==> config.mk <==
export PLATFORM = sky130hd
export DESIGN_NAME = index_to_byte_regroup_strip_stop_core
export DESIGN_NICKNAME = d
export VERILOG_FILES = /design/src/design/i2b_pkg.sv /design/src/design/i2b_front.sv /design/src/design/i2b_queue.sv /design/src/design/i2b_back.sv /design/src/design/index_to_byte_regroup_strip_stop_core.sv
export SDC_FILE = /design/constraint.sdc
export NUM_CORES = 1
export LEC_CHECK = 0
export BUFFER_PORTS_ARGS = -buffer_cell sky130_fd_sc_hd__buf_2
export CAP_MARGIN = 30
export CELL_PAD_IN_SITES_DETAIL_PLACEMENT = 0
export CELL_PAD_IN_SITES_GLOBAL_PLACEMENT = 1
export CORE_UTILIZATION = 49
export CTS_CLUSTER_SIZE = 25
export DETAILED_ROUTE_END_ITERATION = 12
export PLACE_DENSITY_LB_ADDON = 0.1
export SLEW_MARGIN = 5
export SYNTH_ARGS = -nofsm -noshare
export SYNTH_HDL_FRONTEND = slang
export SYNTH_HIERARCHICAL = 1
export SYNTH_SLANG_ARGS = --single-unit
==> constraint.sdc <==
create_clock -name clk -period 7.7 [get_ports clk]
set_clock_uncertainty 0.1 [all_clocks]
set_input_delay 2.31 -clock clk [delete_from_list [all_inputs] [get_ports clk]]
set_output_delay 2.31 -clock clk [all_outputs]
set_load 0.05 [all_outputs]
==> src/design/i2b_pkg.sv <==
package i2b_pkg;

  localparam int IDX_W       = 11;
  localparam int IN_TDATA_W  = 16;
  localparam int OUT_TDATA_W = 16;
  localparam int BYTE_W      = 8;
  localparam int STATUS_W    = 2;
  localparam int WORD_MAX_W  = 16;
  localparam int ZRUN_W      = 9;
  localparam int WORDS_W     = 6;
  localparam int RES_CNT_W   = 6;

  localparam logic [ZRUN_W-1:0]    ZRUN_MAX    = 9'd511;
  localparam logic [RES_CNT_W-1:0] MAX_RESULTS = 6'd47;

  localparam logic KIND_BYTE   = 1'b0;
  localparam logic KIND_STATUS = 1'b1;

  localparam logic [STATUS_W-1:0] ST_OK        = 2'd0;
  localparam logic [STATUS_W-1:0] ST_NO_STOP   = 2'd1;
  localparam logic [STATUS_W-1:0] ST_UNALIGNED = 2'd2;
  localparam logic [STATUS_W-1:0] ST_OVERFLOW  = 2'd3;

  // Control part of one queued operation.
  typedef struct packed {
    logic              lead_one;  // commit a 1 ahead of the zero run
    logic [ZRUN_W-1:0] zcnt;      // zeros to commit after it
    logic              is_last;   // close the message after the bits
    logic              st_over;   // message saw too many words
    logic              st_seen;   // message holds a 1 bit
  } op_ctl_t;

endpackage

==> src/design/i2b_front.sv <==
module i2b_front #(
  parameter int WORD_W    = 11,
  parameter int MAX_WORDS = 32,
  parameter int WCNT_W    = 4
) (
  input  logic                           clk,
  input  logic                           rst_n,
  input  logic                           accept,
  input  logic [i2b_pkg::IDX_W-1:0]      word_idx,
  input  logic                           last,
  output logic                           push,
  output i2b_pkg::op_ctl_t               op_ctl,
  output logic [WORD_W-1:0]              op_wbits,
  output logic [WCNT_W-1:0]              op_wcnt
);

  logic                              seen_one_r, seen_one_nxt;
  logic [i2b_pkg::ZRUN_W-1:0]        zero_run_r, zero_run_nxt;
  logic [i2b_pkg::WORDS_W-1:0]       words_seen_r, words_seen_nxt;
  logic                              overflowed_r, overflowed_nxt;

  logic [i2b_pkg::WORD_MAX_W-1:0]    word_ext;
  logic [WORD_W-1:0]                 word;
  logic                              word_nz;
  logic                              over_now;
  logic [WCNT_W-1:0]                 tz;
  logic [i2b_pkg::ZRUN_W:0]          zsum;

  assign word_ext = i2b_pkg::WORD_MAX_W'(word_idx);
  assign word     = word_ext[WORD_W-1:0];
  assign word_nz  = (word != '0);
  assign over_now = (words_seen_r >= i2b_pkg::WORDS_W'(MAX_WORDS));

  // Trailing zeros: position of the lowest 1 bit.
  always_comb begin
    tz = '0;
    for (int b = WORD_W - 1; b >= 0; b--) begin
      if (word[b]) begin
        tz = WCNT_W'(b);
      end
    end
  end

  assign zsum = {1'b0, zero_run_r} + (i2b_pkg::ZRUN_W + 1)'(WORD_W);

  // Commit held-back bits plus the word bits above its lowest 1.
  always_comb begin
    op_ctl          = '0;
    op_ctl.lead_one = !over_now && word_nz && seen_one_r;
    op_ctl.zcnt     = (!over_now && word_nz) ? zero_run_r : '0;
    op_ctl.is_last  = last;
    op_ctl.st_over  = overflowed_r || over_now;
    op_ctl.st_seen  = seen_one_r || (!over_now && word_nz);
    op_wbits        = word;
    op_wcnt         = (!over_now && word_nz) ? (WCNT_W'(WORD_W - 1) - tz) : '0;
    push            = accept && (last || (!over_now && word_nz));
  end

  always_comb begin
    seen_one_nxt   = seen_one_r;
    zero_run_nxt   = zero_run_r;
    words_seen_nxt = words_seen_r;
    overflowed_nxt = overflowed_r;
    if (accept) begin
      if (last) begin
        seen_one_nxt   = 1'b0;
        zero_run_nxt   = '0;
        words_seen_nxt = '0;
        overflowed_nxt = 1'b0;
      end else if (over_now) begin
        overflowed_nxt = 1'b1;
      end else begin
        words_seen_nxt = words_seen_r + 1'b1;
        if (word_nz) begin
          seen_one_nxt = 1'b1;
          zero_run_nxt = i2b_pkg::ZRUN_W'(tz);
        end else if (zsum > {1'b0, i2b_pkg::ZRUN_MAX}) begin
          zero_run_nxt = i2b_pkg::ZRUN_MAX;
        end else begin
          zero_run_nxt = zsum[i2b_pkg::ZRUN_W-1:0];
        end
      end
    end
  end

  always_ff @(posedge clk) begin
    if (!rst_n) begin
      seen_one_r   <= 1'b0;
      zero_run_r   <= '0;
      words_seen_r <= '0;
      overflowed_r <= 1'b0;
    end else begin
      seen_one_r   <= seen_one_nxt;
      zero_run_r   <= zero_run_nxt;
      words_seen_r <= words_seen_nxt;
      overflowed_r <= overflowed_nxt;
    end
  end

endmodule

==> src/design/i2b_queue.sv <==
module i2b_queue #(
  parameter int WIDTH = 32,
  parameter int DEPTH = 4
) (
  input  logic             clk,
  input  logic             rst_n,
  input  logic             push,
  input  logic [WIDTH-1:0] wdata,
  input  logic             pop,
  output logic [WIDTH-1:0] rdata,
  output logic             not_empty,
  output logic             full
);

  localparam int AW = (DEPTH > 1) ? $clog2(DEPTH) : 1;

  logic [WIDTH-1:0] slots_r [DEPTH];
  logic [AW-1:0]    wr_ptr_r, wr_ptr_nxt;
  logic [AW-1:0]    rd_ptr_r, rd_ptr_nxt;
  logic [AW:0]      count_r, count_nxt;

  assign rdata     = slots_r[rd_ptr_r];
  assign not_empty = (count_r != '0);
  assign full      = (count_r == (AW + 1)'(DEPTH));

  always_comb begin
    wr_ptr_nxt = wr_ptr_r;
    rd_ptr_nxt = rd_ptr_r;
    count_nxt  = count_r;
    if (push) begin
      wr_ptr_nxt = (wr_ptr_r == AW'(DEPTH - 1)) ? '0 : wr_ptr_r + 1'b1;
    end
    if (pop) begin
      rd_ptr_nxt = (rd_ptr_r == AW'(DEPTH - 1)) ? '0 : rd_ptr_r + 1'b1;
    end
    if (push && !pop) begin
      count_nxt = count_r + 1'b1;
    end else if (pop && !push) begin
      count_nxt = count_r - 1'b1;
    end
  end

  always_ff @(posedge clk) begin
    if (push) begin
      slots_r[wr_ptr_r] <= wdata;
    end
  end

  always_ff @(posedge clk) begin
    if (!rst_n) begin
      wr_ptr_r <= '0;
      rd_ptr_r <= '0;
      count_r  <= '0;
    end else begin
      wr_ptr_r <= wr_ptr_nxt;
      rd_ptr_r <= rd_ptr_nxt;
      count_r  <= count_nxt;
    end
  end

endmodule

==> src/design/i2b_back.sv <==
module i2b_back #(
  parameter int WORD_W = 11,
  parameter int WCNT_W = 4
) (
  input  logic                                 clk,
  input  logic                                 rst_n,
  input  logic                                 q_valid,
  input  i2b_pkg::op_ctl_t                     q_ctl,
  input  logic [WORD_W-1:0]                    q_wbits,
  input  logic [WCNT_W-1:0]                    q_wcnt,
  output logic                                 q_pop,
  output logic                                 out_valid,
  input  logic                                 out_ready,
  output logic                                 out_kind,
  output logic [i2b_pkg::BYTE_W-1:0]           out_byte,
  output logic [i2b_pkg::STATUS_W-1:0]         out_status,
  output logic                                 out_end
);

  localparam int RA_W = i2b_pkg::ZRUN_W + 1;

  logic                               busy_r;
  logic                               one_r;
  logic [RA_W-1:0]                    ra_r;
  logic [WORD_W-1:0]                  wbits_r;
  logic [WCNT_W-1:0]                  wrem_r;
  logic                               last_r, over_r, seen_r;
  logic [7:0]                         head_r;
  logic [2:0]                         hcnt_r;
  logic [i2b_pkg::RES_CNT_W-1:0]      rcnt_r;

  logic                               ov_r;
  logic                               okind_r, oend_r;
  logic [i2b_pkg::BYTE_W-1:0]         obyte_r;
  logic [i2b_pkg::STATUS_W-1:0]       ostat_r;

  logic [3:0]                         space, n, sum;
  logic [7:0]                         bits8;
  logic [WORD_W-1:0]                  wshift;
  logic [15:0]                        hwide;
  logic                               seg_end, in_word, byte_full, room;
  logic                               slot_free, step, emit_byte, emit_stat, load;
  logic [i2b_pkg::STATUS_W-1:0]       st_code;

  assign space  = 4'd8 - {1'b0, hcnt_r};
  assign wshift = wbits_r >> (5'(WORD_W) - 5'(n));

  // Pick the next chunk: the held-back run first, then the word bits.
  always_comb begin
    n       = '0;
    bits8   = '0;
    seg_end = 1'b0;
    in_word = 1'b0;
    if (ra_r != '0) begin
      n     = (ra_r > RA_W'(space)) ? space : ra_r[3:0];
      bits8 = one_r ? (8'd1 << (n - 4'd1)) : 8'd0;
    end else if (wrem_r != '0) begin
      in_word = 1'b1;
      n       = (5'(wrem_r) > 5'(space)) ? space : 4'(wrem_r);
      bits8   = wshift[7:0];
    end else begin
      seg_end = 1'b1;
    end
  end

  assign sum       = {1'b0, hcnt_r} + n;
  assign byte_full = (sum == 4'd8);
  assign hwide     = ({8'd0, head_r} << n) | {8'd0, bits8};
  assign room      = (rcnt_r < i2b_pkg::MAX_RESULTS);
  assign slot_free = !ov_r || out_ready;
  assign step      = busy_r && slot_free;
  assign emit_byte = step && !seg_end && byte_full && room;
  assign emit_stat = step && seg_end && last_r && room;
  assign load      = (!busy_r || (step && seg_end)) && q_valid;
  assign q_pop     = load;

  always_comb begin
    if (over_r) begin
      st_code = i2b_pkg::ST_OVERFLOW;
    end else if (!seen_r) begin
      st_code = i2b_pkg::ST_NO_STOP;
    end else if (hcnt_r != '0) begin
      st_code = i2b_pkg::ST_UNALIGNED;
    end else begin
      st_code = i2b_pkg::ST_OK;
    end
  end

  always_ff @(posedge clk) begin
    if (!rst_n) begin
      busy_r <= 1'b0;
      one_r  <= 1'b0;
      ra_r   <= '0;
      wrem_r <= '0;
      last_r <= 1'b0;
      over_r <= 1'b0;
      seen_r <= 1'b0;
      head_r <= '0;
      hcnt_r <= '0;
      rcnt_r <= '0;
    end else begin
      if (step && !seg_end) begin
        one_r <= 1'b0;
        if (in_word) begin
          wbits_r <= wbits_r << n;
          wrem_r  <= wrem_r - WCNT_W'(n);
        end else begin
          ra_r <= ra_r - RA_W'(n);
        end
        if (byte_full) begin
          head_r <= '0;
          hcnt_r <= '0;
          if (room) begin
            rcnt_r <= rcnt_r + 1'b1;
          end
        end else begin
          head_r <= hwide[7:0];
          hcnt_r <= sum[2:0];
        end
      end
      if (step && seg_end) begin
        if (!load) begin
          busy_r <= 1'b0;
        end
        if (last_r) begin
          head_r <= '0;
          hcnt_r <= '0;
        end
      end
      if (load) begin
        busy_r  <= 1'b1;
        one_r   <= q_ctl.lead_one;
        ra_r    <= {1'b0, q_ctl.zcnt} + RA_W'(q_ctl.lead_one);
        wbits_r <= q_wbits;
        wrem_r  <= q_wcnt;
        last_r  <= q_ctl.is_last;
        over_r  <= q_ctl.st_over;
        seen_r  <= q_ctl.st_seen;
        rcnt_r  <= '0;
      end
    end
  end

  // Output register: load a beat when the slot frees, drop it once taken.
  always_ff @(posedge clk) begin
    if (!rst_n) begin
      ov_r <= 1'b0;
    end else if (emit_byte) begin
      ov_r    <= 1'b1;
      okind_r <= i2b_pkg::KIND_BYTE;
      obyte_r <= hwide[7:0];
      ostat_r <= i2b_pkg::ST_OK;
      oend_r  <= 1'b0;
    end else if (emit_stat) begin
      ov_r    <= 1'b1;
      okind_r <= i2b_pkg::KIND_STATUS;
      obyte_r <= '0;
      ostat_r <= st_code;
      oend_r  <= 1'b1;
    end else if (out_ready) begin
      ov_r <= 1'b0;
    end
  end

  assign out_valid  = ov_r;
  assign out_kind   = okind_r;
  assign out_byte   = obyte_r;
  assign out_status = ostat_r;
  assign out_end    = oend_r;

endmodule

==> src/design/index_to_byte_regroup_strip_stop_core.sv <==
// Word-index to byte regrouper with stop-bit removal.
//
// Input stream: one beat per word index (in_tdata[10:0]), bits taken most
// significant first; in_tlast marks the final word of a message. All words of
// a message form one bit stream whose final 1 is the stop bit; the zeros after
// it are padding. Output stream: payload bytes (out_tuser = 0) as soon as a
// later 1 bit proves them payload, then one status beat (out_tuser = 1,
// out_tlast = 1) per message: ok, missing stop bit, unaligned stop bit, or too
// many words. On a non-ok status the consumer must discard that message's
// bytes.
// Throughput: the front takes one word per cycle into a small op queue while
// the queue has room; the back commits up to 8 bits per cycle into the byte
// register while its output slot is free, and closes each op in a step of its
// own. With the back idle, a word passes the op queue, the back's op registers
// and the output register, behind any chunks ahead of it, before the first
// byte it completes shows on out_tvalid. When out_tready is low the back holds
// its beat and stops; the front keeps taking words until the queue fills, then
// drops in_tready. Reset (rst_n low, synchronous) empties the queue and the
// output register and clears all message state.
module index_to_byte_regroup_strip_stop_core #(
  parameter int WORD_W      = 11,
  parameter int MAX_WORDS   = 32,
  parameter int QUEUE_DEPTH = 4
) (
  input  logic                                clk,
  input  logic                                rst_n,
  input  logic                                in_tvalid,
  output logic                                in_tready,
  input  logic [i2b_pkg::IN_TDATA_W-1:0]      in_tdata,   // [10:0] word index, [15:11] zero
  input  logic                                in_tlast,   // last word of the message
  output logic                                out_tvalid,
  input  logic                                out_tready,
  output logic [i2b_pkg::OUT_TDATA_W-1:0]     out_tdata,  // [7:0] data_byte, [9:8] status,
                                                          // [15:10] zero
  output logic                                out_tuser,  // kind: 0 byte, 1 status
  output logic                                out_tlast   // end_of_run
);

  localparam int WCNT_W = $clog2(WORD_W);
  localparam int CTL_W  = $bits(i2b_pkg::op_ctl_t);
  localparam int OP_W   = CTL_W + WORD_W + WCNT_W;

  logic                              accept;
  logic                              push, pop, q_nempty, q_full;
  i2b_pkg::op_ctl_t                  f_ctl, b_ctl;
  logic [WORD_W-1:0]                 f_wbits, b_wbits;
  logic [WCNT_W-1:0]                 f_wcnt, b_wcnt;
  logic [OP_W-1:0]                   q_wdata, q_rdata;
  logic [i2b_pkg::BYTE_W-1:0]        out_byte;
  logic [i2b_pkg::STATUS_W-1:0]      out_status;

  // Accept whenever the op queue has room; every word yields at most one op.
  assign in_tready = !q_full;
  assign accept    = in_tvalid && in_tready;

  i2b_front #(
    .WORD_W    (WORD_W),
    .MAX_WORDS (MAX_WORDS),
    .WCNT_W    (WCNT_W)
  ) u_front (
    .clk        (clk),
    .rst_n      (rst_n),
    .accept     (accept),
    .word_idx   (in_tdata[i2b_pkg::IDX_W-1:0]),
    .last       (in_tlast),
    .push       (push),
    .op_ctl     (f_ctl),
    .op_wbits   (f_wbits),
    .op_wcnt    (f_wcnt)
  );

  assign q_wdata = {f_ctl, f_wbits, f_wcnt};

  i2b_queue #(
    .WIDTH (OP_W),
    .DEPTH (QUEUE_DEPTH)
  ) u_queue (
    .clk       (clk),
    .rst_n     (rst_n),
    .push      (push),
    .wdata     (q_wdata),
    .pop       (pop),
    .rdata     (q_rdata),
    .not_empty (q_nempty),
    .full      (q_full)
  );

  assign b_ctl   = i2b_pkg::op_ctl_t'(q_rdata[OP_W-1 -: CTL_W]);
  assign b_wbits = q_rdata[WCNT_W +: WORD_W];
  assign b_wcnt  = q_rdata[WCNT_W-1:0];

  i2b_back #(
    .WORD_W (WORD_W),
    .WCNT_W (WCNT_W)
  ) u_back (
    .clk        (clk),
    .rst_n      (rst_n),
    .q_valid    (q_nempty),
    .q_ctl      (b_ctl),
    .q_wbits    (b_wbits),
    .q_wcnt     (b_wcnt),
    .q_pop      (pop),
    .out_valid  (out_tvalid),
    .out_ready  (out_tready),
    .out_kind   (out_tuser),
    .out_byte   (out_byte),
    .out_status (out_status),
    .out_end    (out_tlast)
  );

  // Pack the result beat; upper bits stay zero.
  assign out_tdata = {6'd0, out_status, out_byte};

endmodule

==> parameters.txt, run 1 <==
Parameter                              Value

Outcome
  Result of the run    finished clean

Worst setup path
  Critical path fanouts, max    20
  Reg-to-reg slack, setup    between 1 and 1.5 ns
  Worst Setup End Kind    flip-flop
  Category of cells accounting for the largest share of critical-path delay    compound AO/OA/AOI/OAI gates
  Crit path cell chain    inv_1 > ha_1 > ha_1 > inv_1 > ha_1 > nand3_1 > o221ai_1 > a21oi_1 > buf_4 > a211oi_2 > nor2_4 > ha_1 > fa_1 > xor2_1 > nor3_1 > o2111a_1 > inv_1 > nor3_1
  Worst EP arrival    6.64 ns
  CP Data Required Time    ~7.9 ns
  Most frequent cell on the critical path    sky130_fd_sc_hd__ha_1
  Max stage delay cell, worst path    sky130_fd_sc_hd__a211oi_2
  Largest stage delay, worst path    approximately 0.73 ns
  Launching element type of the critical path    flip-flop
  Worst Path Buf+Inv    4
  Worst setup path class    reg2reg

Routing
  Total via count in the routed design    ~7400
  Mean routed wirelength per cell    between 20 and 25 um
  Post-detailed-route count of antenna-violating nets    0
  Initial DRC Count    around 600
  Number of iterations in the first detailed-routing pass    5
  Total Routed Length    about 25000 um
  Routed via count divided by cell count    6.08
  Number of remaining DRC errors    0

Synth
  Ys async rst share    0
  Largest family of logic cells by synthesized area    simple AND/OR/NAND/NOR gates
  Synth Flop Type    sky130_fd_sc_hd__edfxtp_1
  Post-Syn Instances    ~900
  Simple logic cell fraction of the synthesized area    0.148
  Share of cell area taken by muxes after synthesis    0.0921
  Number of enable flip-flop cells after synthesis    134
  Share of synthesized cell area in full adder, half adder and majority cells    0.0484
  Complex-gate fraction of the synthesized area    0.139
  Post-synth cell types    slightly above 90
  Post-Syn Area per Cell    roughly 11 sq um
  Synthesis-stage register bit count    197
  Sequential area share after synthesis    0.506
  Synthesized area    ~10000 sq um
  Post-synthesis xor/xnor area fraction    0.0201
  Synthesis warning total    6

Clocking
  Number of levels in the clock H-tree    4
  Source-to-sink clock delay at the later pin of the worst-skew pair    ~0.44 ns
  Clk buf depth    2
  Total clock buffers created by CTS    17
  Cts-stage hold buffer count    0
  Number of sinks on the clock net    slightly below 200
  Cells resized by post-CTS repair    0
  Postcts setup bufs    0
  Clock Root Buffer    sky130_fd_sc_hd__clkbuf_16
  CTS tree    done
  Clock transition at the registers of the reported paths    approximately 0.09 ns

Layout
  Final layout net count    around 1000
  Share of cells above drive strength 1    0.141
  Antenna diode instance count    0
  Fill cell instance count of the final layout    1860
  Syn-to-layout area delta    8.79%
  Count of non-filler cells in the finished layout    1222

Timing
  Min Clock Period, post-route    around 6.5 ns
  Setup TNS    0 ns
  Fmax    155 MHz
  Period Utilization, post-route    0.839
  Final hold vios    0
  Final-report max-slew violation count    0
  Transition time at the pin with the least slew margin    roughly 0.94 ns
  Worst-case headroom to the max-slew limit    0.373
  Hold WS    0.358 ns
  Post-route setup slack    1.24 ns
  Unrepaired setup endpoints after global routing    no
  Setup Viol. Count Final    0

Global route
  Largest net degree at the start of global routing    29
  Total track usage    0.238
  Overflow left after global routing    0
  Global-route wire length before repair    39700 um
  Vias in the first global route    between 7000 and 8000
  Antenna violations before repair    0

Flow run
  Max-capacitance violation count    0

Die
  Chip Width    roughly 150 um
  Initial core utilization    0.498
  Total Die Area    21900 sq um
  Ports placed on the boundary    between 40 and 50
  Area of the placeable core    between 20000 and 25000 sq um
  Std-Cell Rows    53
  Die height    approximately 150 um

Placed design
  Routability congestion estimate from global placement    0.913
  Detailed placement HPWL    about 18000 um
  Worst slack after detailed placement    1.37 ns
  Quantity of I/O buffers inserted on ports    29
  Total placed cells including tap cells    around 1200

Hold path
  Hold Crit Class    reg2reg

Pwr
  Pleak    4.02 nW
  Power density relative to cell area    roughly 460 nW/um^2
  Worst vdd ir    roughly 0.00021 V
-- placed cells by master, fill, tap and decap left out, drive strengths merged, types with 12 or more instances in the layout --
master,n
a211oi,16
a21oi,50
and2,21
and3,12
buf,45
clkbuf,17
dfxtp,63
edfxtp,134
ha,34
inv,52
mux2i,23
mux4,28
nand2,74
nand3,27
nor2,78
nor3,23
o21ai,34
xor2,13
-- Yosys cell counts (4+ instances only) --
cell / instances / area, sq um
sky130_fd_sc_hd__o22ai_1: 8 / 50.1
sky130_fd_sc_hd__o211ai_1: 6 / 45.0
sky130_fd_sc_hd__a21o_1: 8 / 60.1
sky130_fd_sc_hd__clkbuf_1: 12 / 45.0
sky130_fd_sc_hd__mux2i_1: 23 / 230
sky130_fd_sc_hd__nor2b_1: 11 / 68.8
sky130_fd_sc_hd__buf_4: 21 / 158
sky130_fd_sc_hd__nor2_1: 77 / 289
sky130_fd_sc_hd__or2_2: 5 / 31.3
sky130_fd_sc_hd__nor3b_1: 4 / 30.0
sky130_fd_sc_hd__nand4_1: 10 / 62.6
sky130_fd_sc_hd__and2_1: 20 / 125
sky130_fd_sc_hd__nand2_1: 73 / 274
sky130_fd_sc_hd__mux4_2: 20 / 450
sky130_fd_sc_hd__xnor2_1: 11 / 96.3
sky130_fd_sc_hd__nand3_1: 27 / 135
sky130_fd_sc_hd__a211oi_1: 14 / 105
sky130_fd_sc_hd__a22oi_1: 8 / 60.1
sky130_fd_sc_hd__a22o_1: 9 / 78.8
sky130_fd_sc_hd__ha_1: 34 / 425
sky130_fd_sc_hd__o31ai_1: 7 / 52.6
sky130_fd_sc_hd__a21oi_1: 50 / 250
sky130_fd_sc_hd__nor3_1: 23 / 115
sky130_fd_sc_hd__inv_1: 39 / 146
sky130_fd_sc_hd__dfxtp_1: 63 / 1260
sky130_fd_sc_hd__or3_1: 4 / 25.0
sky130_fd_sc_hd__fa_1: 4 / 80.1
sky130_fd_sc_hd__a31oi_1: 10 / 62.6
sky130_fd_sc_hd__xor2_1: 13 / 114
sky130_fd_sc_hd__o21ai_0: 31 / 155
sky130_fd_sc_hd__mux4_1: 8 / 210
sky130_fd_sc_hd__a221oi_1: 4 / 35.0
sky130_fd_sc_hd__o21a_1: 8 / 60.1
sky130_fd_sc_hd__and3_1: 12 / 75.1
sky130_fd_sc_hd__mux2_2: 5 / 56.3
sky130_fd_sc_hd__edfxtp_1: 134 / 4020
sky130_fd_sc_hd__buf_2: 9 / 45.0
sky130_fd_sc_hd__a32oi_1: 5 / 43.8
-- layout make-up --
| type | count | area, sq um | area share |
|---|---|---|---|
| Sequential cell | 197 | 5290 | 0.465 |
| Multi-Input combinational cell | 631 | 4690 | 0.413 |
| Clock buffer | 17 | 425 | 0.0374 |
| Tap cell | 275 | 344 | 0.0303 |
| Timing Repair Buffer | 45 | 265 | 0.0233 |
| Clock inverter | 15 | 189 | 0.0166 |
| Inverter | 42 | 158 | 0.0139 |
-- layer usage --
metal | GRT usage | wire length (um) | vias to the layer above
li1 | - | - | 3482
met1 | 0.329 | 11400 | 3701
met2 | 0.383 | 11900 | 223
met3 | 0.0352 | 1260 | 26
met4 | 0.0794 | 351 | 0
met5 | 0 | 0 | -
-- power by group --
group	internal (mW)	total [mW]	switching [mW]	leakage (nW)
sequential	1.35	1.47	0.123	1.73
clock	0.449	0.912	0.462	0.300
combinational	1.00	2.88	1.88	1.99
-- final timing paths --
| path | to | cells after the start | start |
|---|---|---|---|
| worst min register to register | u_back/rcnt_r[5] | 2 | u_back/rcnt_r[5] |
| worst min-delay path | u_back/rcnt_r[5] | 2 | u_back/rcnt_r[5] |
| worst max-delay path | u_back/out_byte[1] | 18 | u_back/hcnt_r[0] |
| worst max register to register | u_back/out_byte[1] | 18 | u_back/hcnt_r[0] |
-- metrics by stage --
stage | cell area, sq um | power [mW] | utilization
after floorplan | 10500 | 3.59 | -
after global placement | 10700 | 4.26 | 0.513
after detailed placement | 10700 | 4.32 | 0.513
after CTS | 11400 | 5.24 | 0.542
after global routing | 11400 | 5.60 | 0.542
final | 11400 | 5.26 | 0.542
-- kinds of logic (layout without fill, tap and decap cells) --
kind of cell	count (synthesis)	count (layout)
mux	57	57
flops	197	197
simple gates	298	298
compound gates	208	208
fa+ha+maj	38	38
other cells	1	6
xor+xnor	24	24
buf+inv	91	119
-- tightest hold or removal path: cells and delay by family (launching register included) --
family | cells | cell delay (ns)
flip-flops | 1 | 0.32
buffers and inverters | 1 | 0.05
AO/OA/AOI/OAI | 1 | 0.05
-- registers in the layout, summed over array words and instances (netlist names), named ones only --
| signal | count |
|---|---|
| u_back/one_r | 1 |
| u_back/wbits_r | 11 |
| u_back/rcnt_r | 6 |
| u_back/over_r | 1 |
| u_back/wrem_r | 4 |
| u_queue/wr_ptr_r | 2 |
| u_front/zero_run_r | 9 |
| u_front/overflowed_r | 1 |
| u_back/out_end | 1 |
| u_front/words_seen_r | 6 |
| u_back/last_r | 1 |
| u_back/ra_r | 10 |
| u_back/busy_r | 1 |
| u_back/seen_r | 1 |
| u_back/head_r | 8 |
| u_queue/slots_r | 112 |
| u_front/seen_one_r | 1 |
| u_back/out_valid | 1 |
| u_back/hcnt_r | 3 |
| u_back/out_byte | 8 |
| u_queue/rd_ptr_r | 2 |
| u_queue/count_r | 3 |
| u_back/out_status | 2 |
Power figures use the tool's default switching activity.
==> run 2: changes to the inputs <==
- CORE_UTILIZATION: 49 -> 46
- clock period: 7.7 -> 5.8 ns (I/O delays scaled with it)
==> run 2 against run 1 <==
- die area is 6.4% higher
- global-route usage is 0.98 points lower
- routed wire length is 1.5% higher
- clock power is 37% higher
- critical path depth is 1 lower
- the flow now finishes with violations (design-rule violations)
- sequential cell count stayed put
- final cell count is 0.98% higher
- clock-buffer cell count stayed put
- critical path type unchanged
- worst setup slack worse by 0.86 ns
- sequential share of layout area is 0.40 points lower
==> parameters.txt, run 2 (synthesis results as in run 1) <==
Parameter                              Value

Worst setup path
  Worst Setup End Kind    flip-flop
  Reg-to-reg slack, setup    roughly 0.38 ns
  Worst EP arrival    5.63 ns
  Depth of the worst register-to-register path    17
  Crit path cell chain    inv_1 > ha_1 > ha_1 > inv_1 > ha_1 > and3b_1 > or3_1 > nand2_1 > mux2i_1 > o21ai_1 > buf_4 > ha_1 > inv_1 > nor3_1 > o211ai_1 > a32oi_1 > and2_1
  Max stage delay cell, worst path    sky130_fd_sc_hd__nor3_1
  Critical path fanouts, max    15
  Reg2Reg Launch Point    u_back/hcnt_r[1]
  Most frequent cell on the critical path    sky130_fd_sc_hd__ha_1
  CP Data Required Time    between 6 and 7 ns
  Largest stage delay, worst path    between 0.7 and 0.8 ns
  Worst setup path class    reg2reg
  Launching element type of the critical path    flip-flop
  Reg-to-Reg End    u_back/out_byte[4]

Timing
  Unrepaired setup endpoints after global routing    no
  Min Clock Period, post-route    approximately 5.4 ns
  Period Utilization, post-route    0.935
  Fmax    between 150 and 200 MHz
  Post-route setup slack    roughly 0.38 ns
  Final-report max-slew violation count    0
  Final hold vios    0
  Setup TNS    0 ns
  Transition time at the pin with the least slew margin    ~0.89 ns
  Worst-case headroom to the max-slew limit    0.404
  Setup Viol. Count Final    0

Layout
  Leading cell types in the layout, fill and taps excluded    134 x sky130_fd_sc_hd__edfxtp_1, 77 x sky130_fd_sc_hd__nor2_1, 73 x sky130_fd_sc_hd__nand2_1, 62 x sky130_fd_sc_hd__dfxtp_1, 49 x sky130_fd_sc_hd__a21oi_1
  Final layout net count    1000
  Syn-to-layout area delta    9.74%
  Largest register FFs    112
  Share of cells above drive strength 1    0.149
  Antenna diode instance count    0
  Largest regs    u_queue/slots_r x112, u_back/wbits_r x11, u_back/ra_r x10
  Most frequent standard cell in the layout excluding fill and tap cells    sky130_fd_sc_hd__edfxtp_1
  Largest Register    u_queue/slots_r

Pwr
  Power density relative to cell area    620 nW/um^2
  Worst vdd ir    0.000264 V
  Pleak    around 4.1 nW
  Tot Pwr    roughly 7 mW

Placed design
  Detailed placement HPWL    18300 um
  Worst slack after detailed placement    about 0.41 ns
  Quantity of I/O buffers inserted on ports    29
  Routability congestion estimate from global placement    slightly below 0.9

Routing
  Total via count in the routed design    7351
  Mean routed wirelength per cell    between 20 and 25 um
  Number of remaining DRC errors    3
  Post-detailed-route count of antenna-violating nets    0
  Initial DRC Count    between 400 and 500
  Routed via count divided by cell count    5.96
  Number of iterations in the first detailed-routing pass    9
  Total Routed Length    25300 um

Clocking
  Clock transition at the registers of the reported paths    around 0.080 ns
  CTS tree    done
  Number of levels in the clock H-tree    4
  Source-to-sink clock delay at the later pin of the worst-skew pair    ~0.44 ns
  Postcts setup bufs    0
  Number of sinks on the clock net    197
  Clk buf depth    2
  Total clock buffers created by CTS    17
  Clock Root Buffer    sky130_fd_sc_hd__clkbuf_16

Hold path
  Beginning of the worst hold path    u_back/rcnt_r[5]
  Destination of the worst hold path    u_back/rcnt_r[5]
  Hold Crit Class    reg2reg
  Number of stages on the worst hold path    2

Die
  Std-Cell Rows    54
  Die height    153 um
  Total Die Area    23300 sq um
  Initial core utilization    0.474
  Ports placed on the boundary    41
  Area of the placeable core    around 22000 sq um
  Chip Width    around 150 um

Global route
  Vias in the first global route    between 7000 and 8000
  Total track usage    0.228
  Overflow left after global routing    0
  Largest net degree at the start of global routing    31
  Global-route wire length before repair    41000 um
  Antenna violations before repair    0

Outcome
  Result of the run    finished, violations left
  Failing checks    design-rule violations

Flow run
  Max-capacitance violation count    0
==> run 2: changes by cell type in the layout (fill, tap and decap cells not counted), sizes merged <==
cell	before	now
clkinv	5	4
buf	45	52
inv	52	53
==> run 2: per-stage QoR <==
| step | cell area, sq um | hold WS (ns) | utilization | cells |
|---|---|---|---|---|
| after global placement | 10800 | 0.332 | 0.490 | 1201 |
| after global routing | 11500 | 0.376 | 0.520 | 1234 |
| after detailed placement | 10800 | 0.338 | 0.491 | 1202 |
| final | 11500 | 0.348 | 0.520 | 1234 |
| after floorplan | 10500 | 0.319 | - | 919 |
| after CTS | 11500 | 0.351 | 0.520 | 1234 |
==> run 2: final cells by class <==
cell class / count / area [sq um]
timing repair buffer: 52 / 330
fill: 1976 / 10600
inverter: 42 / 158
clock buffer: 17 / 425
sequential: 197 / 5290
multi-input combinational: 631 / 4700
clock inverter: 15 / 213
tap: 280 / 350
==> run 2: per-layer routing <==
metal  vias up  global-route usage  share of wire
met1      3611               0.306           0.46
met3        35              0.0427          0.042
met4         0              0.0741          0.017
met5         -                   0              0
li1       3499                   -              -
met2       206               0.373           0.48
==> run 2: how the worst max path moves through the flow <==
| stage | startpoint | end | slack (ns) | cells after the start |
|---|---|---|---|---|
| after floorplan | u_back/hcnt_r[0] | u_back/out_byte[0] | 0.46 | 17 |
| after global placement | u_back/hcnt_r[1] | u_back/out_byte[4] | 0.45 | 17 |
| after detailed placement | u_back/hcnt_r[1] | u_back/out_byte[4] | 0.41 | 17 |
| final | u_back/hcnt_r[1] | u_back/out_byte[4] | 0.38 | 17 |
| after CTS | u_back/hcnt_r[1] | u_back/out_byte[4] | 0.42 | 17 |
| after global routing | u_back/hcnt_r[1] | u_back/out_byte[7] | 0.04 | 18 |
==> run 2: where the power goes <==
group	switching, mW	internal, mW
Sequential	0.166	1.79
Combinational	2.50	1.40
Clock	0.642	0.609
==> run 2: critical path: cells and delay by family, from the launching register on <==
kind	cells	cell delay (ns)
AOI/OAI and AO/OA	3	0.79
adders and majority gates	4	1.24
buffers and inverters	4	0.56
DFF	1	0.43
muxes	1	0.49
and+or+nand+nor	5	1.67
==> run 2: timing repair <==
| item | in CTS | in global routing |
|---|---|---|
| hold buffers | 0 | 0 |
| setup endpoints to repair | 0 | 2 |
| resized for setup | 0 | 1 |
==> run 3: changes to the inputs <==
- CORE_ASPECT_RATIO: unset -> 1.75
==> run 3 against run 2 <==
- the flow now finishes without violations
- utilization down 0.32 points
- register-to-register slack gained 0.09 ns
- global-route usage rose by 0.90 points
- via count up 0.58%
- clock power fell by 6%
- non-clock buffer count grew 4
- clock-buffer cell count unchanged
- power about the same
- routed wire length grew 2.9%
- critical path depth increased by 2
- worst hold slack improved by 0.012 ns
- sequential cell count unchanged
==> parameters.txt, run 3 (synthesis results as in run 1) <==
Parameter                              Value

Outcome
  Result of the run    finished clean

Worst setup path
  Critical path fanouts, max    11
  Launching element type of the critical path    flip-flop
  Most frequent cell on the critical path    sky130_fd_sc_hd__buf_4
  Worst EP arrival    5.57 ns
  Launching element of the worst setup path    u_back/hcnt_r[0]
  Crit path cell chain    buf_4 > nor3_1 > inv_1 > ha_1 > nand3_1 > o221ai_1 > a21oi_2 > a211oi_2 > nor2_4 > ha_1 > fa_1 > xor2_1 > nor3_1 > buf_4 > o2111a_1 > buf_4 > nand4_1 > xor2_1 > nor2_1
  Max stage delay cell, worst path    sky130_fd_sc_hd__a211oi_2
  Reg-to-reg slack, setup    0.46 ns
  Largest stage delay, worst path    around 0.74 ns
  Reg-to-Reg End    u_back/rcnt_r[4]
  Worst setup endpoint    u_back/rcnt_r[4]
  Category of cells accounting for the largest share of critical-path delay    compound AO/OA/AOI/OAI gates
  Reg2Reg Launch Point    u_back/hcnt_r[0]
  Depth of the worst register-to-register path    19
  Cell count along the critical path    19
  Worst setup path class    reg2reg
  Worst Setup End Kind    flip-flop
  CP Data Required Time    a little over 6 ns
  Worst Path Buf+Inv    4

Die
  Total Die Area    about 23000 sq um
  Area of the placeable core    roughly 22000 sq um
  Initial core utilization    0.471
  Chip Width    roughly 120 um
  Std-Cell Rows    72
  Die height    a little over 200 um
  Ports placed on the boundary    41

Timing
  Unrepaired setup endpoints after global routing    no
  Transition time at the pin with the least slew margin    a little under 0.9 ns
  Setup Viol. Count Final    0
  Final-report max-slew violation count    0
  Final hold vios    0
  Setup TNS    0 ns
  Post-route setup slack    0.463 ns
  Worst-case headroom to the max-slew limit    0.411
  Fmax    187 MHz
  Min Clock Period, post-route    about 5.3 ns
  Period Utilization, post-route    0.920

Placed design
  Quantity of I/O buffers inserted on ports    29
  Total placed cells including tap cells    around 1200
  Routability congestion estimate from global placement    between 0.9 and 1
  Worst slack after detailed placement    between 0.4 and 0.5 ns
  Detailed placement HPWL    around 20000 um

Global route
  Total track usage    0.237
  Met1 layer usage reported by global route    0.233
  Overflow left after global routing    0
  Met3 capacity usage during global routing    0.0337
  Antenna violations before repair    0
  Vias in the first global route    about 7600
  Global-route wire length before repair    41000 um
  Most used routing layer in global routing    met2
  Met2 Track Usage GR    0.453
  Largest net degree at the start of global routing    31

Pwr
  Power share of the clock group    0.166
  Switching pwr    ~3.3 mW
  Power density relative to cell area    about 620 nW/um^2
  Pleak    between 4 and 5 nW
  Share of total power consumed by net switching    0.459
  Internal Dissipation    ~3.8 mW
  Share of power burned in registers    0.273
  Combinational fraction of design power    0.560
  Worst vdd ir    between 0.0002 and 0.0003 V

Routing
  Number of remaining DRC errors    0
  Number of iterations in the first detailed-routing pass    5
  Post-detailed-route count of antenna-violating nets    0
  Routed via count divided by cell count    just under 6
  Mean routed wirelength per cell    20.8 um
  Total via count in the routed design    between 7000 and 8000
  Total Routed Length    26100 um
  Initial DRC Count    approximately 370

Layout
  Antenna diode instance count    0
  Post-layout util    0.517
  Leading cell types in the layout, fill and taps excluded    134 x sky130_fd_sc_hd__edfxtp_1, 77 x sky130_fd_sc_hd__nor2_1, 73 x sky130_fd_sc_hd__nand2_1, 62 x sky130_fd_sc_hd__dfxtp_1, 49 x sky130_fd_sc_hd__a21oi_1
  Count of non-filler cells in the finished layout    ~1300
  Syn-to-layout area delta    9.74%
  Share of cells above drive strength 1    0.152
  Largest regs    u_queue/slots_r x112, u_back/wbits_r x11, u_back/ra_r x10
  Largest Register    u_queue/slots_r
  Most frequent standard cell in the layout excluding fill and tap cells    sky130_fd_sc_hd__edfxtp_1
  Final layout net count    1004
  Largest register FFs    between 100 and 150

Clocking
  Number of sinks on the clock net    around 200
  Source-to-sink clock delay at the later pin of the worst-skew pair    about 0.45 ns
  Cts-stage hold buffer count    0
  CTS tree    done
  Total clock buffers created by CTS    17
  Clock transition at the registers of the reported paths    around 0.070 ns
  Clk buf depth    2
  Clock Root Buffer    sky130_fd_sc_hd__clkbuf_16
  Number of levels in the clock H-tree    4

Flow run
  Max-capacitance violation count    0

Hold path
  Hold Crit Class    reg2reg
-- run 3: tightest hold or removal path: stages (launching register included) --
cell	delay, ns
sky130_fd_sc_hd__dfxtp_1	0.32
sky130_fd_sc_hd__inv_1	0.05
sky130_fd_sc_hd__a21oi_1	0.05
-- run 3: layout make-up --
type | instances | area, sq um
well taps | 296 | 370
clock buffers | 17 | 425
multi-input cells | 631 | 4700
flip-flops and latches | 197 | 5290
clock inverters | 14 | 163
repair buffers | 56 | 360
fillers | 2014 | 10700
inverters | 42 | 158
-- run 3: repair_timing --
| action | in CTS | in global routing |
|---|---|---|
| hold endpoints to repair | 0 | 0 |
| gates resized for setup | 0 | 1 |
| endpoints found under the setup margin | 0 | 1 |
| buffers inserted | 0 | 0 |
-- run 3: per-stage QoR --
stage | cell area (sq um) | hold slack, ns | power (mW)
2_1_floorplan | 10500 | 0.319 | 4.76
3_3_place_gp | 10900 | 0.332 | 5.87
3_5_place_dp | 10900 | 0.353 | 5.92
4_1_cts | 11500 | 0.364 | 7.13
5_1_grt | 11500 | 0.393 | 7.55
6_report | 11500 | 0.360 | 7.11
-- run 3: metal layers --
metal,share of wire,wire length (um)
met5,0,0
met4,0.047,1220
met3,0.032,823
met2,0.57,14900
met1,0.35,9110
-- run 3: worst min path at each step --
stage	from	to	slack, ns	cells after the start
after floorplan	u_back/head_r[7]	u_back/head_r[7]	0.32	2
after global placement	u_back/rcnt_r[5]	u_back/rcnt_r[5]	0.33	2
after detailed placement	u_front/overflowed_r	u_front/overflowed_r	0.35	2
after CTS	u_back/rcnt_r[5]	u_back/rcnt_r[5]	0.36	2
after global routing	u_back/last_r	u_back/last_r	0.39	2
final	u_back/rcnt_r[5]	u_back/rcnt_r[5]	0.36	2
-- run 3: power groups by stage --
| stage | clock network (mW) | logic [mW] | registers, mW |
|---|---|---|---|
| global route | 1.25 | 4.33 | 1.97 |
| detailed placement | 0 | 3.95 | 1.97 |
| CTS | 1.21 | 3.98 | 1.94 |
| floorplan | 0 | 2.76 | 2.00 |
| finish | 1.18 | 3.98 | 1.94 |
| global placement | 0 | 3.91 | 1.96 |
